## src/rtl/cde_pkg.sv

```systemverilog
// ----------------------------------------------------------------------------
// cde_pkg
// Shared types and codes for the circular deque engine.
// ----------------------------------------------------------------------------
package cde_pkg;

    // Operation codes carried in the low bits of the input tdata.
    localparam logic [2:0] CMD_NONE      = 3'd0;
    localparam logic [2:0] CMD_INS_FRONT = 3'd1;
    localparam logic [2:0] CMD_INS_REAR  = 3'd2;
    localparam logic [2:0] CMD_DEL_FRONT = 3'd3;
    localparam logic [2:0] CMD_DEL_REAR  = 3'd4;

    // Result status codes.
    localparam logic [1:0] ST_DONE       = 2'd0;
    localparam logic [1:0] ST_FULL       = 2'd1;
    localparam logic [1:0] ST_EMPTY      = 2'd2;

    localparam int CMD_W   = 3;
    localparam int WORD_W  = 32;
    localparam int STAT_W  = 2;
    localparam int OCC_W   = 4;
    localparam int IN_W    = 40;
    localparam int OUT_W   = 72;

    typedef enum logic [1:0] {
        S_IDLE,
        S_READ,
        S_LOAD
    } t_state;

    // Commands from the controller to the datapath.
    typedef struct packed {
        logic accept;
        logic rd_en;
        logic load;
    } t_cde_cmd;

endpackage

```

## src/rtl/cde_ctrl.sv

```systemverilog
// ----------------------------------------------------------------------------
// cde_ctrl
// Sequencer: takes one request, waits for the ring read, loads the result.
// ----------------------------------------------------------------------------
module cde_ctrl (
    input  logic              i_clk,
    input  logic              i_rst_n,
    input  logic              i_in_valid,
    output logic              o_in_ready,
    output logic              o_out_valid,
    input  logic              i_out_ready,
    output cde_pkg::t_cde_cmd o_cmd
);
    import cde_pkg::*;

    t_state r_state;
    t_state n_state;
    logic   r_out_valid;
    logic   n_out_valid;
    logic   load_ok;

    always_ff @(posedge i_clk) begin
        if (!i_rst_n) begin
            r_state     <= S_IDLE;
            r_out_valid <= 1'b0;
        end else begin
            r_state     <= n_state;
            r_out_valid <= n_out_valid;
        end
    end

    // The output register may be refilled in the cycle its result is taken.
    assign load_ok = !r_out_valid || i_out_ready;

    always_comb begin
        n_state      = r_state;
        o_in_ready   = 1'b0;
        o_cmd.accept = 1'b0;
        o_cmd.rd_en  = 1'b0;
        o_cmd.load   = 1'b0;
        unique case (r_state)
            S_IDLE: begin
                o_in_ready = 1'b1;
                if (i_in_valid) begin
                    o_cmd.accept = 1'b1;
                    n_state      = S_READ;
                end
            end
            S_READ: begin
                o_cmd.rd_en = 1'b1;
                n_state     = S_LOAD;
            end
            S_LOAD: begin
                if (load_ok) begin
                    o_cmd.load = 1'b1;
                    n_state    = S_IDLE;
                end
            end
            default: begin
                n_state = S_IDLE;
            end
        endcase
    end

    always_comb begin
        if (o_cmd.load) begin
            n_out_valid = 1'b1;
        end else begin
            n_out_valid = r_out_valid && !i_out_ready;
        end
    end

    assign o_out_valid = r_out_valid;

endmodule

```

## src/rtl/cde_dpath.sv

```systemverilog
// ----------------------------------------------------------------------------
// cde_dpath
// Ring store, head/tail indexes, word count and the result register.
// ----------------------------------------------------------------------------
module cde_dpath #(
    parameter int DEPTH = 8
) (
    input  logic                   i_clk,
    input  logic                   i_rst_n,
    input  cde_pkg::t_cde_cmd      i_cmd,
    input  logic [cde_pkg::IN_W-1:0]  i_in_data,
    output logic [cde_pkg::OUT_W-1:0] o_out_data
);
    import cde_pkg::*;

    localparam int IW = (DEPTH > 1) ? $clog2(DEPTH) : 1;
    localparam int CW = $clog2(DEPTH + 1);
    localparam logic [IW-1:0] LAST_IDX = IW'(DEPTH - 1);
    localparam logic [CW-1:0] FULL_CNT = CW'(DEPTH);

    logic [WORD_W-1:0] r_ring [DEPTH];

    logic [IW-1:0]     r_head;
    logic [IW-1:0]     r_tail;
    logic [CW-1:0]     r_count;
    logic [IW-1:0]     n_head;
    logic [IW-1:0]     n_tail;
    logic [CW-1:0]     n_count;
    logic [STAT_W-1:0] r_status;
    logic [STAT_W-1:0] n_status;

    logic              wr_en;
    logic [IW-1:0]     wr_addr;
    logic [CMD_W-1:0]  in_cmd;
    logic [WORD_W-1:0] in_value;
    logic              is_full;
    logic              is_empty;
    logic [IW-1:0]     head_back;
    logic [IW-1:0]     head_fwd;
    logic [IW-1:0]     tail_back;
    logic [IW-1:0]     tail_fwd;

    logic [WORD_W-1:0] r_rd_front;
    logic [WORD_W-1:0] r_rd_rear;

    logic [STAT_W-1:0] r_out_status;
    logic [WORD_W-1:0] r_out_front;
    logic [WORD_W-1:0] r_out_rear;
    logic              r_out_empty;
    logic              r_out_full;
    logic [OCC_W-1:0]  r_out_occ;

    assign in_cmd   = i_in_data[CMD_W-1:0];
    assign in_value = i_in_data[CMD_W+WORD_W-1:CMD_W];

    assign is_full  = (r_count == FULL_CNT);
    assign is_empty = (r_count == '0);

    assign head_back = (r_head == '0)       ? LAST_IDX : r_head - 1'b1;
    assign head_fwd  = (r_head == LAST_IDX) ? '0       : r_head + 1'b1;
    assign tail_back = (r_tail == '0)       ? LAST_IDX : r_tail - 1'b1;
    assign tail_fwd  = (r_tail == LAST_IDX) ? '0       : r_tail + 1'b1;

    always_comb begin
        n_head   = r_head;
        n_tail   = r_tail;
        n_count  = r_count;
        n_status = ST_DONE;
        wr_en    = 1'b0;
        wr_addr  = '0;
        unique case (in_cmd)
            CMD_INS_FRONT, CMD_INS_REAR: begin
                priority if (is_full) begin
                    n_status = ST_FULL;
                end else if (is_empty) begin
                    // The first word always lands at index zero.
                    n_head  = '0;
                    n_tail  = '0;
                    n_count = CW'(1);
                    wr_en   = 1'b1;
                    wr_addr = '0;
                end else if (in_cmd == CMD_INS_FRONT) begin
                    n_head  = head_back;
                    n_count = r_count + 1'b1;
                    wr_en   = 1'b1;
                    wr_addr = head_back;
                end else begin
                    n_tail  = tail_fwd;
                    n_count = r_count + 1'b1;
                    wr_en   = 1'b1;
                    wr_addr = tail_fwd;
                end
            end
            CMD_DEL_FRONT, CMD_DEL_REAR: begin
                priority if (is_empty) begin
                    n_status = ST_EMPTY;
                end else if (r_count == CW'(1)) begin
                    n_head  = '0;
                    n_tail  = '0;
                    n_count = '0;
                end else if (in_cmd == CMD_DEL_FRONT) begin
                    n_head  = head_fwd;
                    n_count = r_count - 1'b1;
                end else begin
                    n_tail  = tail_back;
                    n_count = r_count - 1'b1;
                end
            end
            default: begin
                // No-op and unused codes leave the state alone.
                n_status = ST_DONE;
            end
        endcase
    end

    always_ff @(posedge i_clk) begin
        if (!i_rst_n) begin
            r_head  <= '0;
            r_tail  <= '0;
            r_count <= '0;
        end else if (i_cmd.accept) begin
            r_head  <= n_head;
            r_tail  <= n_tail;
            r_count <= n_count;
        end
    end

    always_ff @(posedge i_clk) begin
        if (i_cmd.accept) begin
            r_status <= n_status;
        end
    end

    always_ff @(posedge i_clk) begin
        if (i_cmd.accept && wr_en) begin
            r_ring[wr_addr] <= in_value;
        end
    end

    always_ff @(posedge i_clk) begin
        if (i_cmd.rd_en) begin
            r_rd_front <= r_ring[r_head];
            r_rd_rear  <= r_ring[r_tail];
        end
    end

    always_ff @(posedge i_clk) begin
        if (i_cmd.load) begin
            r_out_status <= r_status;
            r_out_front  <= is_empty ? '1 : r_rd_front;
            r_out_rear   <= is_empty ? '1 : r_rd_rear;
            r_out_empty  <= is_empty;
            r_out_full   <= is_full;
            r_out_occ    <= OCC_W'(r_count);
        end
    end

    assign o_out_data = {r_out_occ, r_out_full, r_out_empty,
                         r_out_rear, r_out_front, r_out_status};

endmodule

```

## src/rtl/circular_deque_engine.sv

```systemverilog
// ----------------------------------------------------------------------------
// circular_deque_engine
// Double-ended queue of 32-bit words held in a ring of DEPTH entries.
// ----------------------------------------------------------------------------
// Each request on the slave stream is one operation: none, insert front,
// insert rear, delete front or delete rear. An insert into a full deque or a
// delete from an empty one changes nothing and is flagged in the status.
// Every request yields exactly one result on the master stream carrying the
// status, the front and rear words (all ones when empty), the empty and full
// flags and the word count (low four bits).
// The indexes and the ring are updated at the accepting edge; the registered
// two-port ring read loads, then the result register, which raises tvalid.
// One request is in flight at a time, so a new request is taken only after
// the result of the last one has been loaded into the output register.
// A finished result waits in the output register while the next request is
// processed; if the receiver stalls, the engine holds the next result in
// its ring read register until the output register frees up.
// Synchronous reset empties the deque and drops any pending result; the ring
// contents are not cleared, and an unwritten entry never reaches the result.
// ----------------------------------------------------------------------------
module circular_deque_engine #(
    parameter int DEPTH = 8
) (
    input  logic                      i_clk,
    input  logic                      i_rst_n,
    input  logic                      s_axis_tvalid,
    output logic                      s_axis_tready,
    // cmd[2:0], value[34:3], zero pad[39:35]
    input  logic [cde_pkg::IN_W-1:0]  s_axis_tdata,
    output logic                      m_axis_tvalid,
    input  logic                      m_axis_tready,
    // status[1:0], front_value[33:2], rear_value[65:34], is_empty[66],
    // is_full[67], occupancy[71:68]
    output logic [cde_pkg::OUT_W-1:0] m_axis_tdata
);
    import cde_pkg::*;

    t_cde_cmd ctl_cmd;

    cde_ctrl u_ctrl (
        .i_clk       (i_clk),
        .i_rst_n     (i_rst_n),
        .i_in_valid  (s_axis_tvalid),
        .o_in_ready  (s_axis_tready),
        .o_out_valid (m_axis_tvalid),
        .i_out_ready (m_axis_tready),
        .o_cmd       (ctl_cmd)
    );

    cde_dpath #(
        .DEPTH (DEPTH)
    ) u_dpath (
        .i_clk      (i_clk),
        .i_rst_n    (i_rst_n),
        .i_cmd      (ctl_cmd),
        .i_in_data  (s_axis_tdata),
        .o_out_data (m_axis_tdata)
    );

`ifndef SYNTHESIS
    // Only one request is worked on at a time.
    a_one_in_flight: assert property (@(posedge i_clk) disable iff (!i_rst_n)
        (s_axis_tvalid && s_axis_tready) |=> !s_axis_tready)
        else $error("request accepted while another is in flight");

    // A result can never claim both empty and full.
    a_empty_not_full: assert property (@(posedge i_clk) disable iff (!i_rst_n)
        m_axis_tvalid |-> !(m_axis_tdata[66] && m_axis_tdata[67]))
        else $error("result is both empty and full");

    // An empty deque reports all-ones front and rear words.
    a_empty_words: assert property (@(posedge i_clk) disable iff (!i_rst_n)
        (m_axis_tvalid && m_axis_tdata[66]) |->
            (m_axis_tdata[33:2] == '1 && m_axis_tdata[65:34] == '1))
        else $error("empty result with data words");

    // A rejected insert means the deque was and still is full.
    a_full_reject: assert property (@(posedge i_clk) disable iff (!i_rst_n)
        (m_axis_tvalid && m_axis_tdata[1:0] == ST_FULL) |-> m_axis_tdata[67])
        else $error("insert rejected while not full");
`endif

endmodule
```

## config.mk

```make
export PLATFORM = sky130hd
export DESIGN_NAME = circular_deque_engine
export DESIGN_NICKNAME = d
export VERILOG_FILES = /design/src/rtl/cde_pkg.sv /design/src/rtl/cde_ctrl.sv /design/src/rtl/cde_dpath.sv /design/src/rtl/circular_deque_engine.sv
export SDC_FILE = /design/constraint.sdc
export NUM_CORES = 1
export LEC_CHECK = 0
export ABC_AREA = 1
export ABC_CLOCK_PERIOD_IN_PS = 14050
export BUFFER_PORTS_ARGS = -buffer_cell sky130_fd_sc_hd__buf_4
export CAP_MARGIN = 40
export CORE_AREA = 2 2 183 185
export CTS_CLUSTER_DIAMETER = 100
export DETAILED_ROUTE_END_ITERATION = 10
export DIE_AREA = 0 0 185 187
export GPL_ROUTABILITY_DRIVEN = 0
export PLACE_DENSITY = 0.73
export SETUP_SLACK_MARGIN = 0.5
export SYNTH_ARGS = -nofsm -noshare
export SYNTH_HDL_FRONTEND = slang
export SYNTH_SLANG_ARGS = --single-unit
```

## constraint.sdc

```tcl
create_clock -name i_clk -period 14.05 [get_ports i_clk]
set_input_delay 3.5125 -clock i_clk [delete_from_list [all_inputs] [get_ports i_clk]]
set_output_delay 3.5125 -clock i_clk [all_outputs]
set_load 0.005 [all_outputs]
```

# After elaboration in Yosys (flattened, before gate mapping)
# Memories as Yosys holds them, arrays and structs flattened. A register that Yosys moved wholly into a read port is not among the register bits.
# Index checks and enable logic that the tools add are counted.
# classes
add_sub_neg,6
multipliers,0
div_mod_pow,0
order_cmp,0
n_eq_ne,18
n_shift,0
mux,44
n_bitwise,0
reduce_logical,16
# op_table
operator,n
two-way mux 3 bit,20
two-way mux 4 bit,4
two-way mux 1 bit,12
one-hot mux 3 bit (2 select lines),2
AND reduction 6 bit,2
== test 3 bit (second input constant),3
one-hot mux 4 bit (2 select lines),1
adder 3 x 1 -> 3 bit (second input constant),2
== test 3 x 2 -> 1 bit (second input constant),2
zero test 3 bit,2
two-way mux 2 bit,3
inequality test 2 bit (second input constant),3
inequality test 3 x 1 -> 1 bit (second input constant),2
inequality test 3 x 2 -> 1 bit (second input constant),2
one-hot mux 2 bit (3 select lines),1
subtractor 3 x 1 -> 3 bit (second input constant),2
adder 4 x 1 -> 4 bit (second input constant),1
== test 4 x 1 -> 1 bit (second input constant),1
== test 4 bit (second input constant),1
zero test 4 bit,1
one-hot mux 2 bit (2 select lines),1
AND reduction 4 bit,1
OR reduction 2 bit,2
subtractor 4 x 1 -> 4 bit (second input constant),1
other kinds (10),12
# totals
regBits,87
latch_bits,0
ram_bits,256
mem_bits_ro,0
inputBits,44
out_inout_bits,74
word_cells,97
memories,1
# mem_list
memory,words,word_bits,rd,rd_ports_with_merged_regs,write_ports,line,source
u_dpath.r_ring,8,32,2,2,1,cde_dpath.sv:21,logic [WORD_W-1:0] r_ring [DEPTH];

# Longest topological paths before layout
# depth
word_depth,6
depth_mapped,13
depth_no_buf,11

# Modules after synthesis
# From an unflattened synthesis, not the netlist that was laid out.
# unflattened
cells_unflattened,1568
hier_area_um2,17823.3
# by_module_without_submodules
module,instances,cells_each,area_per_inst_um2,seq_area_each_um2
cde_dpath,1,1548,17673.2,12031.5
cde_ctrl,1,20,150.1,60.1

# Least setup slack after synthesis
# OpenSTA, ideal clock, no wires.
# synth_timing
path_type,in2reg
startpoint,input port m_axis_tready
endpoint,"register u_dpath.r_out_empty, enable pin"
setup_time_ns,0.591
arrival_time_ns,8.445
required_ns,13.459
slack_ns,5.014
path_stages,2
path_cell_list,nor2_1 nor3_1
# synth_rtl
item,line,source
start: declaration,circular_deque_engine.sv:31,"input logic m_axis_tready,"
end signal: assignment,cde_dpath.sv:152,r_out_empty <= is_empty;
end: declaration,cde_dpath.sv:49,logic r_out_empty;

# Worst setup path in the final report
# layout_timing
startpoint,input port s_axis_tdata[2] (netlist name)
endpoint,"memory u_dpath.r_ring[2][16], enable pin"
# layout_between
elab_chain_cells,6
word_cells_on_any_way,11
# layout_rtl
item,line,source
start: declaration,circular_deque_engine.sv:29,"input logic [cde_pkg::IN_W-1:0] s_axis_tdata,"
== test 3 x 2 -> 1 bit / == test 3 x 1 -> 1 bit (equally long branches),"cde_dpath.sv:71, cde_dpath.sv:82",
OR reduction 2 bit,cde_dpath.sv:71,unique case (in_cmd)
two-way mux 1 bit,cde_dpath.sv:71,
logical AND 1 bit,cde_dpath.sv:135,if (i_cmd.accept && wr_en) begin
two-way mux 1 bit,cde_dpath.sv:135,
two-way mux 1 bit (not written as such),cde_dpath.sv:136,r_ring[wr_addr] <= in_value;
end: declaration,cde_dpath.sv:21,
# Several ways; a longest one is shown, not always the timed one.

==> impl_metrics.py <==
metrics = {
    "drt": {
        "antenna_left": 0,
        "vias": 12500,
        "first_pass_iters": 6,
        "wl_um": 41400,
        "drt_iter0_markers": 1525,
        "drt-vias-per-instance": 5.90,
        "drc": 0,
        "wl_per_cell_um": 19.5,
    },
    "clock_tree": {
        "clk_path_buf_depth": 3,
        "post_cts_buffers": 0,
        "insertion_delay_ns": 0.55,
        "htreeDepth": 2,
        "cts_buffers": 41,
        "clkTransAtPathRegs_ns": 0.06,
        "cts_tree": "built",
        "cts_hold_buf": 0,
        "cts.sinks": 407,
        "cts_root_buf": "clkbuf_16",
        "post_cts_resized": 0,
    },
    "floorplanning": {
        "core_region_area_mm2": 0.0329,
        "rows": 67,
        "die_y_um": 187,
        "dieArea_mm2": 0.0346,
        "die-width_um": 185,
        "start_util": 0.541,
        "io_pins": 118,
    },
    "worst_setup_path": {
        "path_max_fanout": 20,
        "cp-start-kind": "input port",
        "crit_slowest_cell": "nor2_4",
        "cpPeakStageDelay_ns": 0.65,
        "worstSetupPathType": "input port to register",
        "worst-path-stages": 9,
        "cp_common_cell": "buf_4",
        "rr_worst_depth": 9,
        "worst_path_dominant_cell_family": "simple AND/OR/NAND/NOR gates",
        "cp_cell_sequence": "buf_4, inv_2, nand3_1, nand2_1, nand2_2, inv_1, o211ai_1, nor2_4, buf_4",
        "end_kind": "register",
        "cp_data_arrival_time_ns": 5.65,
        "worstPathRequired_ns": 14.25,
        "worstPathBufferInverterCount": 4,
    },
    "hold_path": {
        "hp-class": "register to register",
        "holdPathStages": 0,
    },
    "yosys": {
        "ys_warn_count": 0,
        "syn_nets": 1625,
        "synth_cell_types": 31,
        "synth_area_mm2": 0.0178,
        "synth_seq_area_share": 0.680,
        "syn_inst": 1570,
        "ys_ff_latch": 407,
        "syn_avg_cell_area_um2": 11.3,
    },
    "run_status": {
        "status": "complete, no violations",
    },
    "final_layout": {
        "design_area_mm2": 0.0204,
        "synthToLayoutAreaGrowth_pct": 14.6,
        "fin_nets": 1701,
        "fin_util": 0.620,
        "drive_above_1_share": 0.171,
        "antenna_cells": 0,
    },
    "placed_design": {
        "dp_hpwl_um": 23200,
        "place_area_mm2": 0.0191,
        "io_buffers": 112,
    },
    "grt": {
        "antenna_found_initial": 0,
        "grt_max_degree": 73,
        "grt_pass1_wl_um": 63800,
        "grt_pass1_vias": 12200,
        "grt_usage": 0.239,
        "grt_overflow": 0,
    },
    "pwr": {
        "powerDensity_mw_per_mm2": 134,
        "vdd_drop_max_mv": 0.0718,
        "p_leak_nw": 7.11,
    },
    "sta": {
        "skew_ns": 0.0167,
        "rsz0062_at_grt": "false",
        "clock.fmax_mhz": 184,
        "period_share": 0.388,
        "period_needed_ns": 5.44,
        "tightest_slew_ns": 0.933,
        "hold_violations": 0,
        "final-setup-viol-count": 0,
        "slew_violations": 0,
        "fin_tns_setup_ns": 0,
        "slew_headroom": 0.378,
    },
    "flow_run": {
        "maxCapViolCount": 0,
    },
}
stage by stage:
stage               hold WS (ns)  setup slack (ns)  std cells  power [mW]
floorplan                  0.400              5.01       1570        1.60
global placement           0.403              8.06       2045        1.68
detailed placement         0.417              8.04       2051        1.70
CTS                        0.431              8.61       2121        2.75
global route               0.445              8.45       2121        2.84
finish                     0.428              8.61       2121        2.74
cell usage in the layout (no fill, tap or decap), types with 11 or more instances in the layout:
cell type,n
o211ai_1,66
nand2_1,195
or2_2,59
a31oi_1,64
buf_4,134
a21oi_1,133
o21ai_1,15
nor2_1,97
ha_1,11
clkbuf_16,41
inv_1,116
o21ai_0,249
edfxtp_1,394
area by class of cell:
cell class,count,area (µm²)
clock buffers,51,1080
clock inverters,19,215
flip-flops and latches,407,12100
inverters,126,473
repair buffers,140,1130
fillers,2486,12500
well taps,448,561
multi-input cells,930,4820
flip-flops by register name, summed over array words and instances (netlist names):
signal	cells
u_dpath.r_rd_rear	32
u_dpath.r_rd_front	32
u_ctrl.r_state	2
u_dpath.r_tail	3
u_dpath.r_count	4
u_dpath.r_out_empty	1
u_ctrl.o_out_valid	1
u_dpath.r_out_rear	32
u_dpath.r_status	2
u_dpath.r_head	3
u_dpath.r_ring	256
u_dpath.r_out_status	2
u_dpath.r_out_front	32
u_dpath.r_out_occ	4
u_dpath.r_out_full	1
worst paths after layout:
kind	start	endpoint	slack [ns]
worst max-delay path	s_axis_tdata[2]	u_dpath.r_ring[2][16]	8.61
worst min-delay path	u_dpath.r_status[1]	u_dpath.r_out_status[1]	0.43
worst max register to register	u_dpath.r_head[1]	u_dpath.r_ring[2][16]	9.32
worst min register to register	u_dpath.r_status[1]	u_dpath.r_out_status[1]	0.43
routing by layer:
| layer | track usage | wire length, µm | up-vias |
|---|---|---|---|
| li1 | - | - | 5765 |
| met1 | 0.302 | 15600 | 5992 |
| met2 | 0.406 | 20400 | 641 |
| met3 | 0.0407 | 3940 | 112 |
| met4 | 0.106 | 1440 | 0 |
| met5 | 0 | 0 | - |
cell families after synthesis:
| kind of cell | count (synthesis) | synth area share |
|---|---|---|
| AOI/OAI and AO/OA | 529 | 0.163 |
| and+or+nand+nor | 386 | 0.0943 |
| adders and majority gates | 11 | 0.00774 |
| DFF | 407 | 0.680 |
| xor gates and xnor gates | 4 | 0.00197 |
| buffers and inverters | 233 | 0.0528 |
where the power goes:
part | switching [mW] | internal, mW | total (mW)
registers | 0.0190 | 1.38 | 1.40
logic | 0.185 | 0.0956 | 0.281
clock network | 0.443 | 0.622 | 1.06
total | 0.647 | 2.09 | 2.74
Yosys cell counts:
| library cell | n | area share |
|---|---|---|
| edfxtp_1 | 394 | 0.67 |
| o21ai_0 | 249 | 0.070 |
| nand2_1 | 195 | 0.041 |
| a21oi_1 | 133 | 0.037 |
| inv_1 | 117 | 0.025 |
| nor2_1 | 105 | 0.022 |
| clkbuf_1 | 66 | 0.014 |
| o211ai_1 | 66 | 0.028 |
| a31oi_1 | 64 | 0.023 |
| or2_2 | 59 | 0.021 |
| buf_2 | 32 | 0.0090 |
| o21ai_1 | 15 | 0.0042 |
| dfxtp_1 | 13 | 0.015 |
| ha_1 | 11 | 0.0077 |
| nand3_1 | 9 | 0.0025 |
| buf_4 | 6 | 0.0025 |
| inv_2 | 6 | 0.0013 |
| or2_1 | 5 | 0.0018 |
| nand2_2 | 4 | 0.0014 |
| clkinv_1 | 3 | 0.00063 |
| nor3_1 | 3 | 0.00084 |
| xor2_1 | 3 | 0.0015 |
| buf_1 | 2 | 0.00042 |
| nand3_4 | 2 | 0.0020 |
| nor2_2 | 2 | 0.00070 |
| a21oi_4 | 1 | 0.00091 |
| clkbuf_2 | 1 | 0.00028 |
| nand2_4 | 1 | 0.00063 |
| nand4_1 | 1 | 0.00035 |
| o21a_1 | 1 | 0.00042 |
| xnor2_1 | 1 | 0.00049 |
Power figures use the tool's default switching activity.
